==> config.mk <==
export PLATFORM = sky130hd
export DESIGN_NAME = row_window_event_density_filter_flat
export DESIGN_NICKNAME = d
export VERILOG_FILES = /design/src/hdl/rwedf_pkg.sv /design/src/hdl/rwedf_evt_if.sv /design/src/hdl/rwedf_res_if.sv /design/src/hdl/rwedf_cfg_if.sv /design/src/hdl/rwedf_hist.sv /design/src/hdl/rwedf_emit.sv /design/src/hdl/row_window_event_density_filter.sv /design/src/flat_wrapper.sv
export SDC_FILE = /design/constraint.sdc
export NUM_CORES = 1
export LEC_CHECK = 0
export BUFFER_PORTS_ARGS = -buffer_cell sky130_fd_sc_hd__buf_2
export CELL_PAD_IN_SITES_DETAIL_PLACEMENT = 1
export CELL_PAD_IN_SITES_GLOBAL_PLACEMENT = 1
export CORE_MARGIN = 10
export CORE_UTILIZATION = 45
export DETAILED_ROUTE_END_ITERATION = 12
export GPL_TIMING_DRIVEN = 0
export PLACE_DENSITY = 0.77
export RECOVER_POWER = 50
export SKIP_LAST_GASP = 1
export SLEW_MARGIN = 20
export SYNTH_ARGS = -nofsm -noshare
export SYNTH_HDL_FRONTEND = slang
export SYNTH_SLANG_ARGS = --single-unit
==> constraint.sdc <==
create_clock -name clk_i -period 6.3 [get_ports clk_i]
set_clock_uncertainty 0.15 [all_clocks]
set_input_delay 0.315 -clock clk_i [delete_from_list [all_inputs] [get_ports clk_i]]
set_output_delay 0.315 -clock clk_i [all_outputs]
set_load 0.005 [all_outputs]
==> src/hdl/rwedf_pkg.sv <==
package rwedf_pkg;

  localparam int unsigned COORD_W        = 12;
  localparam int unsigned SPAN_W         = 12;
  localparam int unsigned MAX_SPAN_RESET = 6;

  typedef logic [COORD_W-1:0] coord_t;
  typedef logic [SPAN_W-1:0]  span_t;

endpackage

==> src/hdl/rwedf_evt_if.sv <==
interface rwedf_evt_if import rwedf_pkg::*; ();
  logic   valid;
  logic   ready;
  coord_t row;
  coord_t column;

  modport source (output valid, output row, output column, input ready);
  modport sink   (input valid, input row, input column, output ready);
endinterface

==> src/hdl/rwedf_res_if.sv <==
interface rwedf_res_if import rwedf_pkg::*; ();
  logic   valid;
  logic   ready;
  coord_t out_row;
  coord_t out_column;
  logic   last;

  modport source (output valid, output out_row, output out_column, output last, input ready);
  modport sink   (input valid, input out_row, input out_column, input last, output ready);
endinterface

==> src/hdl/rwedf_cfg_if.sv <==
interface rwedf_cfg_if import rwedf_pkg::*; ();
  logic  valid;
  logic  ready;
  span_t max_span;

  modport source (output valid, output max_span, input ready);
  modport sink   (input valid, input max_span, output ready);
endinterface

==> src/hdl/rwedf_hist.sv <==
module rwedf_hist import rwedf_pkg::*; #(
  parameter int unsigned WINDOW = 3
) (
  input  logic                          clk_i,
  input  logic                          rst_ni,
  input  logic                          accept_i,
  input  coord_t                        row_i,
  input  coord_t                        column_i,
  input  span_t                         max_span_i,
  output logic                          burst_valid_o,
  output coord_t                        burst_row_o,
  output logic [WINDOW-1:0][COORD_W-1:0] burst_cols_o,
  output logic [WINDOW-1:0]             burst_mask_o
);

  localparam int unsigned HIST   = WINDOW - 1;
  localparam int unsigned FILL_W = $clog2(WINDOW);

  coord_t                   cur_row_q, cur_row_d;
  logic [HIST-1:0][COORD_W-1:0] cols_q, cols_d;
  logic [HIST-1:0]          emit_q, emit_d;
  logic [FILL_W-1:0]        fill_q, fill_d;

  logic                     new_row;
  logic [FILL_W-1:0]        fill_eff;
  logic [HIST-1:0]          emit_eff;
  logic                     full;
  logic signed [COORD_W:0]  span;
  logic                     pass;

  always_comb begin
    new_row  = (row_i != cur_row_q);
    fill_eff = new_row ? '0 : fill_q;
    emit_eff = new_row ? '0 : emit_q;
    full     = (fill_eff >= FILL_W'(HIST));
    // signed span, a descending column gives a negative value that always passes
    span     = $signed({1'b0, column_i}) - $signed({1'b0, cols_q[0]});
    pass     = span < $signed({1'b0, max_span_i});

    cur_row_d = cur_row_q;
    cols_d    = cols_q;
    emit_d    = emit_q;
    fill_d    = fill_q;

    for (int i = 0; i < HIST; i++) begin
      burst_cols_o[i] = cols_q[i];
      burst_mask_o[i] = pass & ~emit_eff[i];
    end
    burst_cols_o[HIST] = column_i;
    burst_mask_o[HIST] = pass;
    burst_row_o        = row_i;
    burst_valid_o      = accept_i & full & pass;

    if (accept_i) begin
      cur_row_d = row_i;
      if (!full) begin
        emit_d = emit_eff;
        for (int i = 0; i < HIST; i++) begin
          if (FILL_W'(i) == fill_eff) begin
            cols_d[i] = column_i;
            emit_d[i] = 1'b0;
          end
        end
        fill_d = fill_eff + 1'b1;
      end else begin
        // a passing window leaves every held event marked as sent
        for (int i = 0; i + 1 < HIST; i++) begin
          cols_d[i] = cols_q[i+1];
          emit_d[i] = emit_eff[i+1] | pass;
        end
        cols_d[HIST-1] = column_i;
        emit_d[HIST-1] = pass;
      end
    end
  end

  always_ff @(posedge clk_i or negedge rst_ni) begin
    if (!rst_ni) begin
      cur_row_q <= '0;
      cols_q    <= '0;
      emit_q    <= '0;
      fill_q    <= '0;
    end else begin
      cur_row_q <= cur_row_d;
      cols_q    <= cols_d;
      emit_q    <= emit_d;
      fill_q    <= fill_d;
    end
  end

endmodule

==> src/hdl/rwedf_emit.sv <==
module rwedf_emit import rwedf_pkg::*; #(
  parameter int unsigned WINDOW = 3
) (
  input  logic                           clk_i,
  input  logic                           rst_ni,
  input  logic                           load_i,
  input  coord_t                         row_i,
  input  logic [WINDOW-1:0][COORD_W-1:0] cols_i,
  input  logic [WINDOW-1:0]              mask_i,
  output logic                           free_o,
  output logic                           valid_o,
  input  logic                           ready_i,
  output coord_t                         out_row_o,
  output coord_t                         out_column_o,
  output logic                           last_o
);

  localparam int unsigned SEL_W = $clog2(WINDOW);

  coord_t                         row_q;
  logic [WINDOW-1:0][COORD_W-1:0] cols_q;
  logic [WINDOW-1:0]              mask_q, mask_d;
  logic [WINDOW-1:0]              low_bit, rest;
  logic [SEL_W-1:0]               sel;

  always_comb begin
    sel = '0;
    for (int i = WINDOW - 1; i >= 0; i--) begin
      if (mask_q[i]) sel = SEL_W'(i);
    end
    low_bit = mask_q & (~mask_q + 1'b1);
    rest    = mask_q & ~low_bit;

    valid_o      = |mask_q;
    last_o       = (rest == '0);
    out_row_o    = row_q;
    out_column_o = cols_q[sel];
    // burst register can take a new burst once its final transaction goes out
    free_o       = !valid_o || (ready_i && last_o);

    mask_d = mask_q;
    if (valid_o && ready_i) mask_d = rest;
    if (load_i) mask_d = mask_i;
  end

  always_ff @(posedge clk_i or negedge rst_ni) begin
    if (!rst_ni) begin
      mask_q <= '0;
    end else begin
      mask_q <= mask_d;
    end
  end

  always_ff @(posedge clk_i) begin
    if (load_i) begin
      row_q  <= row_i;
      cols_q <= cols_i;
    end
  end

endmodule

==> src/hdl/row_window_event_density_filter.sv <==
// row window event density filter
// evt_i carries sensor events (row, column), sorted by row and then by column.
// res_o carries the kept events, oldest first; last marks the final kept event
// caused by one input transaction. cfg_i writes max_span, taken in any cycle.
// each event beyond a row's first WINDOW-1 closes a window with its previous WINDOW-1 events;
// when the column span is below max_span the window's not yet emitted events
// form a burst of 1 to WINDOW results in a burst register.
// the first result of an event is valid in the cycle after its accept.
// throughput: one event per cycle while no burst is waiting; a burst of several results
// holds evt_i.ready low until its final result goes out, set by the single burst register. a row
// whose windows keep passing gives bursts of one, so it runs at one event per cycle.
// when the receiver stalls, the burst stays put and evt_i.ready drops.
// reset clears the row history and any pending burst and sets max_span to 6.
module row_window_event_density_filter import rwedf_pkg::*; #(
  parameter int unsigned WINDOW = 3
) (
  input  logic        clk_i,
  input  logic        rst_ni,
  rwedf_evt_if.sink   evt_i,
  rwedf_res_if.source res_o,
  rwedf_cfg_if.sink   cfg_i
);

  span_t                          max_span_q;
  logic                           free;
  logic                           evt_accept;
  logic                           burst_valid;
  coord_t                         burst_row;
  logic [WINDOW-1:0][COORD_W-1:0] burst_cols;
  logic [WINDOW-1:0]              burst_mask;

  assign cfg_i.ready = 1'b1;
  assign evt_i.ready = free;
  assign evt_accept  = evt_i.valid & free;

  always_ff @(posedge clk_i or negedge rst_ni) begin
    if (!rst_ni) begin
      max_span_q <= SPAN_W'(MAX_SPAN_RESET);
    end else if (cfg_i.valid) begin
      max_span_q <= cfg_i.max_span;
    end
  end

  rwedf_hist #(.WINDOW(WINDOW)) u_hist (
    .clk_i         (clk_i),
    .rst_ni        (rst_ni),
    .accept_i      (evt_accept),
    .row_i         (evt_i.row),
    .column_i      (evt_i.column),
    .max_span_i    (max_span_q),
    .burst_valid_o (burst_valid),
    .burst_row_o   (burst_row),
    .burst_cols_o  (burst_cols),
    .burst_mask_o  (burst_mask)
  );

  rwedf_emit #(.WINDOW(WINDOW)) u_emit (
    .clk_i        (clk_i),
    .rst_ni       (rst_ni),
    .load_i       (burst_valid),
    .row_i        (burst_row),
    .cols_i       (burst_cols),
    .mask_i       (burst_mask),
    .free_o       (free),
    .valid_o      (res_o.valid),
    .ready_i      (res_o.ready),
    .out_row_o    (res_o.out_row),
    .out_column_o (res_o.out_column),
    .last_o       (res_o.last)
  );

endmodule

==> src/flat_wrapper.sv <==
// flat-port wrapper written by rule: the top's interface ports become plain ports
module row_window_event_density_filter_flat import rwedf_pkg::*;
#(
  parameter int unsigned WINDOW = 3
)
  (clk_i, rst_ni, evt_i_valid, evt_i_row, evt_i_column, evt_i_ready, res_o_valid, res_o_out_row, res_o_out_column, res_o_last, res_o_ready, cfg_i_valid, cfg_i_max_span, cfg_i_ready);
  rwedf_evt_if evt_i_i ();
  rwedf_res_if res_o_i ();
  rwedf_cfg_if cfg_i_i ();
  input  logic clk_i;
  input  logic rst_ni;
  input wire logic [$bits(evt_i_i.valid)-1:0] evt_i_valid;
  input wire logic [$bits(evt_i_i.row)-1:0] evt_i_row;
  input wire logic [$bits(evt_i_i.column)-1:0] evt_i_column;
  output wire logic [$bits(evt_i_i.ready)-1:0] evt_i_ready;
  output wire logic [$bits(res_o_i.valid)-1:0] res_o_valid;
  output wire logic [$bits(res_o_i.out_row)-1:0] res_o_out_row;
  output wire logic [$bits(res_o_i.out_column)-1:0] res_o_out_column;
  output wire logic [$bits(res_o_i.last)-1:0] res_o_last;
  input wire logic [$bits(res_o_i.ready)-1:0] res_o_ready;
  input wire logic [$bits(cfg_i_i.valid)-1:0] cfg_i_valid;
  input wire logic [$bits(cfg_i_i.max_span)-1:0] cfg_i_max_span;
  output wire logic [$bits(cfg_i_i.ready)-1:0] cfg_i_ready;
  assign evt_i_i.valid = evt_i_valid;
  assign evt_i_i.row = evt_i_row;
  assign evt_i_i.column = evt_i_column;
  assign evt_i_ready = evt_i_i.ready;
  assign res_o_valid = res_o_i.valid;
  assign res_o_out_row = res_o_i.out_row;
  assign res_o_out_column = res_o_i.out_column;
  assign res_o_last = res_o_i.last;
  assign res_o_i.ready = res_o_ready;
  assign cfg_i_i.valid = cfg_i_valid;
  assign cfg_i_i.max_span = cfg_i_max_span;
  assign cfg_i_ready = cfg_i_i.ready;
  row_window_event_density_filter #(.WINDOW(WINDOW)) u_core (.clk_i(clk_i), .rst_ni(rst_ni), .evt_i(evt_i_i), .res_o(res_o_i), .cfg_i(cfg_i_i));
endmodule
# Yosys cells after proc, flatten, opt, wreduce, memory -nomap -nowiden
# Index checks and enable logic that the tools add are counted.
[classes] n_reduce_logical=13 muxes=15 order_cmp=3 bitwise_logic=13 n_eq_ne=2 addsub=3
[ops] operator="12-bit two-way mux" count=3
[ops] operator="12-bit binary-select mux with 2-bit select" count=1
[ops] operator="24-bit two-way mux" count=1
[ops] operator="13-bit less-than comparator" count=1
[ops] operator="12-bit by 12-bit subtractor with 13-bit output" count=1
[ops] operator="2-bit two-way mux" count=6
[ops] operator="12-bit != test" count=1
[ops] operator="3-bit AND" count=2
[ops] operator="3-bit two-way mux" count=2
[ops] operator="3-bit inverter" count=2
[ops] operator="2-bit AND reduction" count=3
[ops] operator="2-bit nonzero test" count=3
[ops] operator="1-bit AND" count=5
[ops] operator="3-bit by 1-bit adder with 3-bit output (second input constant)" count=1
[ops] operator="3-bit logical NOT" count=1
[ops] operator="2-bit by 3-bit less-than comparator with 1-bit output (second input constant)" count=1
[ops] operator="1-bit inverter" count=3
[ops] operator="3-bit OR reduction" count=1
[ops] operator="2-bit by 1-bit adder with 2-bit output (second input constant)" count=1
[ops] operator="1-bit by 2-bit equality test with 1-bit output (first input constant)" count=1
[ops] operator="2-bit >= comparator (second input constant)" count=1
[ops] operator="1-bit logical AND" count=2
[ops] operator="2-bit logical NOT" count=1
[ops] operator="1-bit two-way mux" count=2
[ops] operator="3 further kinds" count=3
[totals] wordCells=60 register_bits=103 output_inout_bits=28

# Logic depth before layout (Yosys ltp)
# Gate-level depths: netlist of run 1.
[depth] depth_word=12 mapped_depth=15

# By module
# From an unflattened synthesis of run 1, not the netlist that was laid out.
[hier_totals] hier_cells=431 hier_area_um2=5347.6
[modules_own_cells] mod="rwedf_hist" n_inst=1 cells_each=289 area_per_inst_um2=2855.2
[modules_own_cells] mod="rwedf_emit" n_inst=1 cells_each=114 area_per_inst_um2=1988.2
[modules_own_cells] mod="row_window_event_density_filter" n_inst=1 cells_each=28 area_per_inst_um2=504.2

# Least setup slack after synthesis of run 1
# No wires, ideal clock.
[synth_timing] path_kind="reg2reg" from="reg u_core.u_hist.cols_q, in the netlist u_core.u_hist.burst_cols_o[1]" to="reg u_core.u_emit.cols_q[0] (netlist bit), enable pin" t_arrival_ns=4.059 path_slack_ns=1.689 setup_time_ns=0.402 path_stages_with_launch=15 n_path_buf=0 t_required_ns=5.748 path_cell_list="dfrtp_1 inv_1 ha_1 nor2b_4 o31a_1 o41ai_2 a21oi_2 and4_4 or3_1 ha_1 a2111oi_0 o221ai_1 o21ai_0 o21bai_4 inv_1"
[synth_via] elab_chain_len=3
[synth_lines] item="from (decl)" line_no="rwedf_hist.sv:20" rtl="logic [HIST-1:0][COORD_W-1:0] cols_q, cols_d;"
[synth_lines] item="from (signal assigned)" line_no="rwedf_hist.sv:85" rtl="cols_q <= cols_d;"
[synth_lines] item="12-bit by 12-bit subtractor with 13-bit output" line_no="rwedf_hist.sv:37" rtl="span = $signed({1'b0, column_i}) - $signed({1'b0, cols_q[0]});"
[synth_lines] item="13-bit less-than comparator" line_no="rwedf_hist.sv:38" rtl="pass = span < $signed({1'b0, max_span_i});"
[synth_lines] item="1-bit AND" line_no="rwedf_hist.sv:52" rtl="burst_valid_o = accept_i & full & pass;"
[synth_lines] item="net u_core.burst_valid" line_no="row_window_event_density_filter.sv:27" rtl="logic burst_valid;"
[synth_lines] item="to (signal assigned)" line_no="rwedf_emit.sv:57" rtl="cols_q <= cols_i;"
[synth_lines] item="to (decl)" line_no="rwedf_emit.sv:21" rtl="logic [WINDOW-1:0][COORD_W-1:0] cols_q;"
# The timed path passes the listed nets, and every way through them passes these cells.
# A chain may end at the register's enable or synchronous reset.

# Final worst setup path of run 1
[layout_timing] from="reg u_core.u_hist.cols_q, in the netlist u_core.u_hist.burst_cols_o[0]" to="reg u_core.u_emit.cols_q[6] (netlist bit), enable pin"
# Same word-level chain as after synthesis.

==> impl_metrics.yaml, run 1 <==
floorplan:
  start_util: 0.462
  fp.dieW_um: 126
  die-area_sq_um: 15800
  die_h_um: 126
  ios: 69
  core_sq_um: 10900
  row_count: 38
cells_and_area:
  areaGrowthSynthToFinish_pct: 16.3
  nets: 604
  multi_input_area_sq_um: 2000
  seq_area_sq_um: 2820
  drive_gt1_frac: 0.174
  fillCellCount: 1197
  mostFrequentLayoutCell: "nand2_1"
  diodes: 0
  fin_util: 0.537
  design_area_sq_um: 5840
  layout_common_cells: "86 x nand2_1, 53 x dfrtp_1, 52 x o21ai_0"
yosys:
  synth_edf_count: 48
  synth_seq_cells: 103
  synth-main-ff-cell: "dfrtp_1"
  syn_inst: 443
  ys_async_sr_fraction: 0.534
  synth_nets: 511
  syn_avg_cell_area_sq_um: 11.3
  syn_area_sq_um: 5030
  yosysWarnings: 0
  synth.distinct_cells: 58
  seq_area_frac_synth: 0.561
clock_network:
  cts.htree.levels: 3
  path_clk_slew_ns: 0.10
  clockBufferDepth: 2
  clock-root-buffer: "clkbuf_8"
  worstSkewPairLatency_ns: 0.38
  cts_resized: 0
  numCtsBuffers: 9
  tritoncts: "yes"
  cts.sinks: 103
routing:
  vias_per_cell: 5.28
  drt-initial-drc-count: 133
  post_drt_wl_per_cell_um: 18.3
  via_count: 3599
  final_antenna_net_count: 0
  dr.pass1.iters: 4
  routed_wl_um: 12500
  drc: 0
outcome:
  violations: "capacitance limit, slew limit"
  status: "finished with violations"
critical_path:
  critPathCapture: "u_core.u_emit.cols_q[6]"
  cp-startpoint: "u_core.u_hist.burst_cols_o[0]"
  rr_startpoint: "u_core.u_hist.burst_cols_o[0]"
  max_stage_delay_ns: 0.60
  start_kind: "flop"
  r2r_end: "u_core.u_emit.cols_q[6]"
  criticalPathCategory: "reg2reg"
  end_kind: "flop"
  cp_max_fo: 36
  rr_worst_depth: 15
  path_cells: "ha_1, fa_1, nor2b_1, o31ai_1, a21oi_1, nor2_1, o21ai_0, xor2_1, ha_1, a2111oi_0, o221ai_1, o21ai_0, o21bai_4, inv_2, buf_12"
  worstPathRequired_ns: 6.22
  slowest_stage: "o21ai_0"
  critPathArrivalTime_ns: 4.79
  rrSetupSlack_ns: 1.43
sta:
  period_minus_slack_ns: 4.87
  worst_pin_slew_ns: 3.08
  slew_viol_final: 56
  finalSetupViolations: 0
  finalHoldViolCount: 0
  grt_setup_unrepaired: "false"
  fin_crit_sh: 0.772
  max_slew_margin: -1.06
  tns_ns: 0
  whs_ns: 0.00743
  fmax_ghz: 0.205
global_routing:
  grt_pass1_vias: 4173
  grtUsageTotal: 0.160
  grt_pass1_wl_um: 21000
  grt_overflow_total: 0
  grt_max_degree: 56
  grt_antenna_before_repair: 0
pwr:
  ir_worst_vdd_mv: 0.104
  p_leak_nw: 2.59
  power_w: 0.00138
  pwr_density_cell_nw_per_um2: 237
run:
  maxCapViolCount: 1
place:
  portBuffers: 67
  dp_hpwl_um: 9280
  gp_congestion: 0.776
  dpl_cell_area_sq_um: 5560
min_path:
  hp-class: "in2reg"
[power breakdown]
group / internal, W / switching, W
Combinational: 0.0000993 / 0.000144
Clock: 0.000148 / 0.000247
Sequential: 0.000729 / 0.0000171
Total: 0.000976 / 0.000408
[cells in the mapped netlist (5+ instances only)]
cell / instances / share of area
nand2_1: 86 / 0.064
dfrtp_1: 53 / 0.26
o21ai_0: 52 / 0.052
edfxtp_1: 48 / 0.29
inv_1: 32 / 0.024
ha_1: 26 / 0.065
a22oi_1: 12 / 0.018
mux2i_1: 12 / 0.024
xnor2_1: 11 / 0.019
mux2_4: 10 / 0.030
nor2_1: 10 / 0.0075
a21oi_1: 9 / 0.0090
xor2_1: 8 / 0.014
clkbuf_1: 7 / 0.0052
nor3_1: 5 / 0.0050
[worst max-delay path: cells and delay by family (launching register included)]
kind	cells	cell delay, ns
flip-flops	1	0.43
adder cells (fa/ha/maj)	3	0.92
buffers and inverters	2	0.54
AND/OR/NAND/NOR	2	0.27
AO/OA/AOI/OAI	7	2.04
XOR/XNOR	1	0.20
[repair_timing]
action	4_1_cts	5_1_grt
setup buffers	0	0
setup endpoints to repair	0	0
hold buffers	13	1
hold endpoints to repair	65	1
[through the flow]
stage,setup slack (ns),std cells
after global routing,1.05,681
after detailed placement,1.34,651
after CTS,1.40,680
after floorplan,1.69,443
final,1.43,681
after global placement,0.643,650
[area by class of cell]
cell class,count,share of cell area
inverters,33,0.0212
clock inverters,7,0.00942
flip-flops and latches,103,0.483
well taps,140,0.0300
plain buffers,15,0.0135
repair buffers,82,0.0792
clock buffers,9,0.0212
multi-input cells,292,0.343
[worst min path at each step]
stage | endpoint | start | cells after the start
after floorplan | u_core.max_span_q[0] | rst_ni | 0
after global placement | u_core.u_emit.cols_q[19] | u_core.u_hist.burst_cols_o[19] | 0
after detailed placement | u_core.max_span_q[9] | rst_ni | 1
after CTS | u_core.max_span_q[4] | cfg_i_max_span[4] | 3
after global routing | u_core.max_span_q[4] | cfg_i_max_span[4] | 3
final | u_core.max_span_q[3] | cfg_i_max_span[3] | 3
[kinds of logic (layout without fill, tap and decap cells)]
group / Yosys count / count (layout) / share of synthesized area
compound gates: 95 / 95 / 0.119
simple gates: 123 / 123 / 0.112
other cells: 1 / 1 / 0.000746
fa+ha+maj: 29 / 29 / 0.0729
buf+inv: 48 / 146 / 0.0403
flops: 103 / 103 / 0.561
mux: 25 / 25 / 0.0605
xor+xnor: 19 / 19 / 0.0331
[flip-flops by register name, indices dropped and copies added, names as in the netlist]
| register | flops |
|---|---|
| u_core.u_emit.mask_q | 3 |
| u_core.u_emit.cols_q | 36 |
| u_core.u_hist.cur_row_q | 12 |
| u_core.u_hist.emit_q | 2 |
| u_core.u_hist.burst_cols_o | 24 |
| u_core.max_span_q | 12 |
| u_core.u_emit.out_row_o | 12 |
| u_core.u_hist.fill_q | 2 |
[per-layer routing]
layer  up-vias  routed length, um  GRT usage
met5         -                  0          0
met4         0                187     0.0501
met3        17                510     0.0394
met2        67               6230      0.277
met1      1785               5530      0.191
li1       1730                  -          -
No activity file was read; power rests on OpenSTA's default activity.
==> run 2: changes to the inputs <==
- ABC_AREA: unset -> 1
- CORE_UTILIZATION: 45 -> 44
- PLACE_DENSITY: 0.77 -> 0.78
- clock period: 6.3 -> 4.8 ns (I/O delays scaled with it)
==> run 2 against run 1 <==
Compared with the run above:
- the flow still finishes with violations (capacitance limit, slew limit)
- critical path depth is 4 higher
- sequential power increased by 30%
- sequential cell count unchanged
- power grew 48%
- combinational power increased by 35%
- die area increased by 3.8%
- worst hold slack better by 0.087 ns
- final cell count is 21% higher
- setup slack worse by 0.98 ns
- routed wire length grew 9.6%
- synthesized cell count rose by 26%
- core utilization grew 1.5 points
- largest power group unchanged
==> impl_metrics.yaml, run 2 <==
floorplan:
  die-area_sq_um: 16400
  ios: 69
  fp.dieW_um: 128
  row_count: 39
  core_sq_um: 11400
  die_h_um: 128
  start_util: 0.450
yosys:
  synth_edf_count: 48
  yosys-top-cells-count: "169 x nand2_1, 77 x inv_1, 53 x dfrtp_1"
  yosysWarnings: 0
  synth-main-ff-cell: "dfrtp_1"
  synth_seq_cells: 103
  synth_top_cell_area_share: 0.281
  syn_inst: 558
  yosysMostFrequentCell: "nand2_1"
  yosys.area.top_type: "edfxtp_1"
  synth_area_leaders: "edfxtp_1 28%, dfrtp_1 26%, nand2_1 12%"
  syn_area_sq_um: 5140
  seq_area_frac_synth: 0.549
  synth.distinct_cells: 40
  ys_async_sr_fraction: 0.534
  synth_nets: 626
  syn_avg_cell_area_sq_um: 9.20
clock_network:
  clock-root-buffer: "clkbuf_16"
  cts_resized: 0
  cts.htree.levels: 3
  worstSkewPairLatency_ns: 0.35
  cts.sinks: 103
  clockBufferDepth: 2
  tritoncts: "yes"
  path_clk_slew_ns: 0.07
  numCtsBuffers: 9
  cts_setup_buffers: 0
  holdBufCountCts: 37
cells_and_area:
  mostFrequentLayoutCell: "nand2_1"
  seq_area_sq_um: 2820
  design_area_sq_um: 6300
  layout_common_cells: "169 x nand2_1, 76 x inv_1, 53 x dfrtp_1"
  areaGrowthSynthToFinish_pct: 22.7
  largest_register_ffs: 36
  top_register: "u_core.u_emit.cols_q"
  diodes: 0
  fin_util: 0.552
  fillCellCount: 1356
  multi_input_area_sq_um: 1930
  drive_gt1_frac: 0.106
  nets: 742
sta:
  period_minus_slack_ns: 4.35
  grt_setup_unrepaired: "false"
  fin_crit_sh: 0.906
  finalHoldViolCount: 0
  finalSetupViolations: 0
  tns_ns: 0
  fmax_ghz: 0.230
  worst_pin_slew_ns: 3.20
  max_slew_margin: -1.13
  slew_viol_final: 56
routing:
  wl_met1_um: 5830
  drt-initial-drc-count: 246
  top_layer: "met4"
  dr.pass1.iters: 4
  via_count: 4194
  post_drt_wl_per_cell_um: 16.6
  final_antenna_net_count: 0
  dr_wl_met2_um: 6840
  route.met3.wl_um: 647
  drc: 0
  vias_per_cell: 5.10
  routed_wl_um: 13700
global_routing:
  grt_pass1_vias: 4608
  grtUsageTotal: 0.174
  grt_max_degree: 56
  grt_antenna_before_repair: 0
  grt_pass1_wl_um: 22900
  grt_overflow_total: 0
critical_path:
  end_kind: "flop"
  cpMostUsedCell: "nand2_1"
  path_cells: "dlygate4sd3_1, clkbuf_1, inv_1, ha_1, fa_1, nand3b_1, nand2_1, a31o_2, xor2_1, ha_1, a21oi_1, o21a_1, nand2_1, nand2_1, nand2_1, nand2_1, nand2_2, inv_2, buf_16"
  critPathArrivalTime_ns: 4.26
  critPathTopFamily: "buffers and inverters"
  rrSetupSlack_ns: 0.69
  worst-path-buf-inv: 5
  cp_max_fo: 26
  max_stage_delay_ns: 0.55
  rr_worst_depth: 16
  slowest_stage: "inv_2"
  worstPathRequired_ns: 4.71
  start_kind: "input pin"
  criticalPathCategory: "in2reg"
  path_depth: 19
pwr:
  switching_power_w: 0.000545
  p_clk_frac: 0.363
  ir_worst_vdd_mv: 0.237
  pwr-share-seq: 0.476
  swShare: 0.267
  p_comb_frac: 0.161
  pwr_density_cell_nw_per_um2: 324
  p_leak_nw: 2.93
  p_int_w: 0.00150
place:
  portBuffers: 67
  dpl_cell_area_sq_um: 5680
  dp_hpwl_um: 9640
  gp_congestion: 0.841
min_path:
  hp-class: "in2reg"
  worstHoldPathCells: 1
outcome:
  violations: "capacitance limit, slew limit"
  status: "finished with violations"
run:
  maxCapViolCount: 1
run 2: logic make-up (layout without fill, tap and decap cells):
group | Yosys count | after routing | share of synthesized area
muxes | 1 | 1 | 0.00219
AOI/OAI and AO/OA | 90 | 90 | 0.0945
adders and majority gates | 27 | 27 | 0.0672
and+or+nand+nor | 227 | 227 | 0.187
DFF | 103 | 103 | 0.549
buffers and inverters | 95 | 216 | 0.0753
other | 1 | 1 | 0.000730
xor gates and xnor gates | 14 | 14 | 0.0239
run 2: path summary, 6_finish.rpt:
kind | endpoint | from
setup / recovery | u_core.u_emit.cols_q[31] | evt_i_column[0]
hold / removal | u_core.u_emit.cols_q[26] | evt_i_column[2]
setup reg to reg | u_core.u_emit.cols_q[31] | u_core.u_hist.burst_cols_o[0]
hold reg to reg | u_core.u_emit.cols_q[16] | u_core.u_hist.burst_cols_o[16]
max in group asynchronous | u_core.u_hist.burst_cols_o[23] | rst_ni
min in group asynchronous | u_core.u_hist.cur_row_q[11] | rst_ni
run 2: metrics by stage:
step	power, W	hold slack (ns)	setup slack, ns	std cells
after floorplan	0.00119	-0.206	0.921	558
after global placement	0.00127	0.278	0.0867	768
after detailed placement	0.00130	0.213	0.697	769
after CTS	0.00206	0.00436	0.481	822
after global routing	0.00214	0.0976	0.179	822
final	0.00204	0.0940	0.450	822
run 2: final cells by class:
cell class	instances	share of cell area
buffer	15	0.0133
clock buffer	9	0.0357
clock inverter	7	0.0115
inverter	80	0.0481
multi-input combinational	360	0.306
sequential	103	0.448
tap	143	0.0284
timing repair buffer	105	0.109
run 2: routing by layer:
layer	track usage	vias to the layer above
li1	-	2038
met1	0.211	2052
met2	0.300	81
met3	0.0298	23
met4	0.0715	0
met5	0	-
run 2: power groups by stage:
stage | clock network (W) | logic, W | registers [W]
finish | 0.000741 | 0.000329 | 0.000971
global route | 0.000783 | 0.000383 | 0.000974
CTS | 0.000751 | 0.000336 | 0.000971
detailed placement | 0 | 0.000306 | 0.000989
global placement | 0 | 0.000288 | 0.000986
floorplan | 0 | 0.000208 | 0.000984
==> run 3: changes to the inputs <==
- ABC_AREA: 1 -> 0
- CORE_UTILIZATION: 44 -> 45
- PLACE_DENSITY: 0.78 -> unset
- PLACE_DENSITY_LB_ADDON: unset -> 0.1
==> run 3 against run 2 <==
Compared with the run above:
- the run still ends with capacitance limit, slew limit left
- global-route usage fell by 1.3 points
- worst hold slack got worse by 0.067 ns
- design area fell by 2.9%
- core utilization rose by 0.99 points
- setup slack got worse by 0.098 ns
- sequential share of layout area rose by 1.4 points
- critical path depth fell by 1
- sequential cell count did not move
- fmax fell by 2.2%
- critical path type unchanged
- highest routed layer unchanged
==> impl_metrics.yaml, run 3 (synthesis results as in run 1) <==
critical_path:
  criticalPathCategory: "in2reg"
  r2r_end: "u_core.u_emit.cols_q[21]"
  slowest_stage: "dlygate4sd3_1"
  path_cells: "dlygate4sd3_1, buf_2, inv_1, ha_1, fa_1, nor2b_1, o31ai_1, a21oi_1, nor2_1, o21ai_0, xor2_1, ha_1, a2111oi_1, o221ai_1, o21ai_2, o21bai_4, inv_6, buf_16"
  rrSetupSlack_ns: 0.51
  worst-path-buf-inv: 5
  cpMostUsedCell: "ha_1"
  start_kind: "input pin"
  max_stage_delay_ns: 0.53
  worstPathRequired_ns: 4.71
  rr_worst_depth: 15
  path_depth: 18
  critPathTopFamily: "compound AO/OA/AOI/OAI gates"
  cp_max_fo: 35
  rr_startpoint: "u_core.u_hist.burst_cols_o[0]"
  critPathCapture: "u_core.u_emit.cols_q[21]"
  critPathArrivalTime_ns: 4.36
  cp-startpoint: "evt_i_column[0]"
  end_kind: "flop"
global_routing:
  grt_antenna_before_repair: 0
  grt_overflow_total: 0
  grtUsageTotal: 0.161
  grt_pass1_vias: 4115
  grt_pass1_wl_um: 20900
  grt_max_degree: 56
place:
  dp_cells: 651
  dp_hpwl_um: 8930
  portBuffers: 67
  dp_slack_ns: 0.0504
  dpl_cell_area_sq_um: 5560
  gp_congestion: 0.765
floorplan:
  die_h_um: 126
  ios: 69
  row_count: 38
  start_util: 0.462
  fp.dieW_um: 126
  core_sq_um: 10900
  die-area_sq_um: 15800
cells_and_area:
  final_cells: 708
  fillCellCount: 1199
  largest_register_ffs: 36
  drive_gt1_frac: 0.169
  nets: 631
  mostFrequentLayoutCell: "nand2_1"
  fin_util: 0.562
  seq_area_sq_um: 2820
  areaGrowthSynthToFinish_pct: 21.7
  multi_input_area_sq_um: 2010
  design_area_sq_um: 6120
  top_register: "u_core.u_emit.cols_q"
  layout_common_cells: "86 x nand2_1, 53 x dfrtp_1, 51 x o21ai_0"
  diodes: 0
routing:
  drt-initial-drc-count: 141
  top_layer: "met4"
  final_antenna_net_count: 0
  dr.pass1.iters: 4
  wl_met1_um: 5460
  post_drt_wl_per_cell_um: 17.3
  dr_wl_met2_um: 6030
  routed_wl_um: 12200
  vias_per_cell: 5.11
  via_count: 3617
  route.met3.wl_um: 550
  drc: 0
min_path:
  hp-class: "in2reg"
clock_network:
  numCtsBuffers: 9
  worstSkewPairLatency_ns: 0.37
  clockBufferDepth: 2
  path_clk_slew_ns: 0.08
  clock-root-buffer: "clkbuf_8"
  cts.htree.levels: 3
  cts.sinks: 103
  tritoncts: "yes"
pwr:
  ir_worst_vdd_mv: 0.163
  p_leak_nw: 2.71
  pwr_density_cell_nw_per_um2: 295
  power_w: 0.00180
sta:
  fmax_ghz: 0.225
  fin_crit_sh: 0.927
  worst_pin_slew_ns: 3.14
  finalHoldViolCount: 0
  period_minus_slack_ns: 4.45
  max_slew_margin: -1.09
  setup_ws_ns: 0.352
  slew_viol_final: 56
  finalSetupViolations: 0
outcome:
  violations: "capacitance limit, slew limit"
  status: "finished with violations"
run:
  maxCapViolCount: 1
-- run 3: cell types whose count changed in the layout (fill, tap and decap cells not counted), sizes merged, moves of 4 or more --
cell and change:
nand2 -86, inv -48, nor2 -20, buf +14, a31oi -12, mux2 +12
mux2i +12, a22oi +11, nand3 -11, clkbuf -8, o21ai -6, nor3 +4
xnor2 +4
-- run 3: power by group --
group | switching (W) | internal (W)
Clock | 0.000283 | 0.000203
Combinational | 0.000188 | 0.000152
Sequential | 0.0000208 | 0.000956
Total | 0.000492 | 0.00131
-- run 3: final cells by class --
class,instances,share of cell area
flip-flops and latches,103,0.461
well taps,140,0.0286
clock inverters,3,0.00307
plain buffers,15,0.0129
inverters,33,0.0211
repair buffers,109,0.120
multi-input cells,292,0.328
clock buffers,13,0.0243
-- run 3: worst min-delay path: stages --
cell	delay, ns
buf_2	0.13
nand2_1	0.07
o21ai_0	0.06
-- run 3: timing repair --
action,in CTS,in global routing
pin swaps,0,2
buffers inserted,0,2
endpoints found under the hold margin,107,0
setup endpoints to repair,13,37
hold buffers,39,0
gates resized for setup,1,6
-- run 3: worst min-delay path by stage --
stage	from	endpoint	slack [ns]	depth (start not counted)
2_1_floorplan	rst_ni	u_core.max_span_q[0]	-0.21	0
3_3_place_gp	cfg_i_max_span[6]	u_core.max_span_q[6]	0.30	3
3_5_place_dp	rst_ni	u_core.u_hist.cur_row_q[4]	0.21	1
4_1_cts	cfg_i_valid	u_core.max_span_q[11]	0.001	3
5_1_grt	cfg_i_valid	u_core.max_span_q[0]	0.06	2
6_report	cfg_i_valid	u_core.max_span_q[11]	0.03	3
-- run 3: layer usage --
metal  up-vias  track usage
met3        14       0.0394
met1      1766        0.192
met2        57        0.279
li1       1780            -
met5         -            0
met4         0       0.0508
-- run 3: per-stage QoR --
step	setup TNS, ns	hold WS, ns
floorplan	0	-0.206
global placement	-34.81	0.298
detailed placement	0	0.206
CTS	0	0.00135
global route	-0.0596	0.0636
finish	0	0.0266
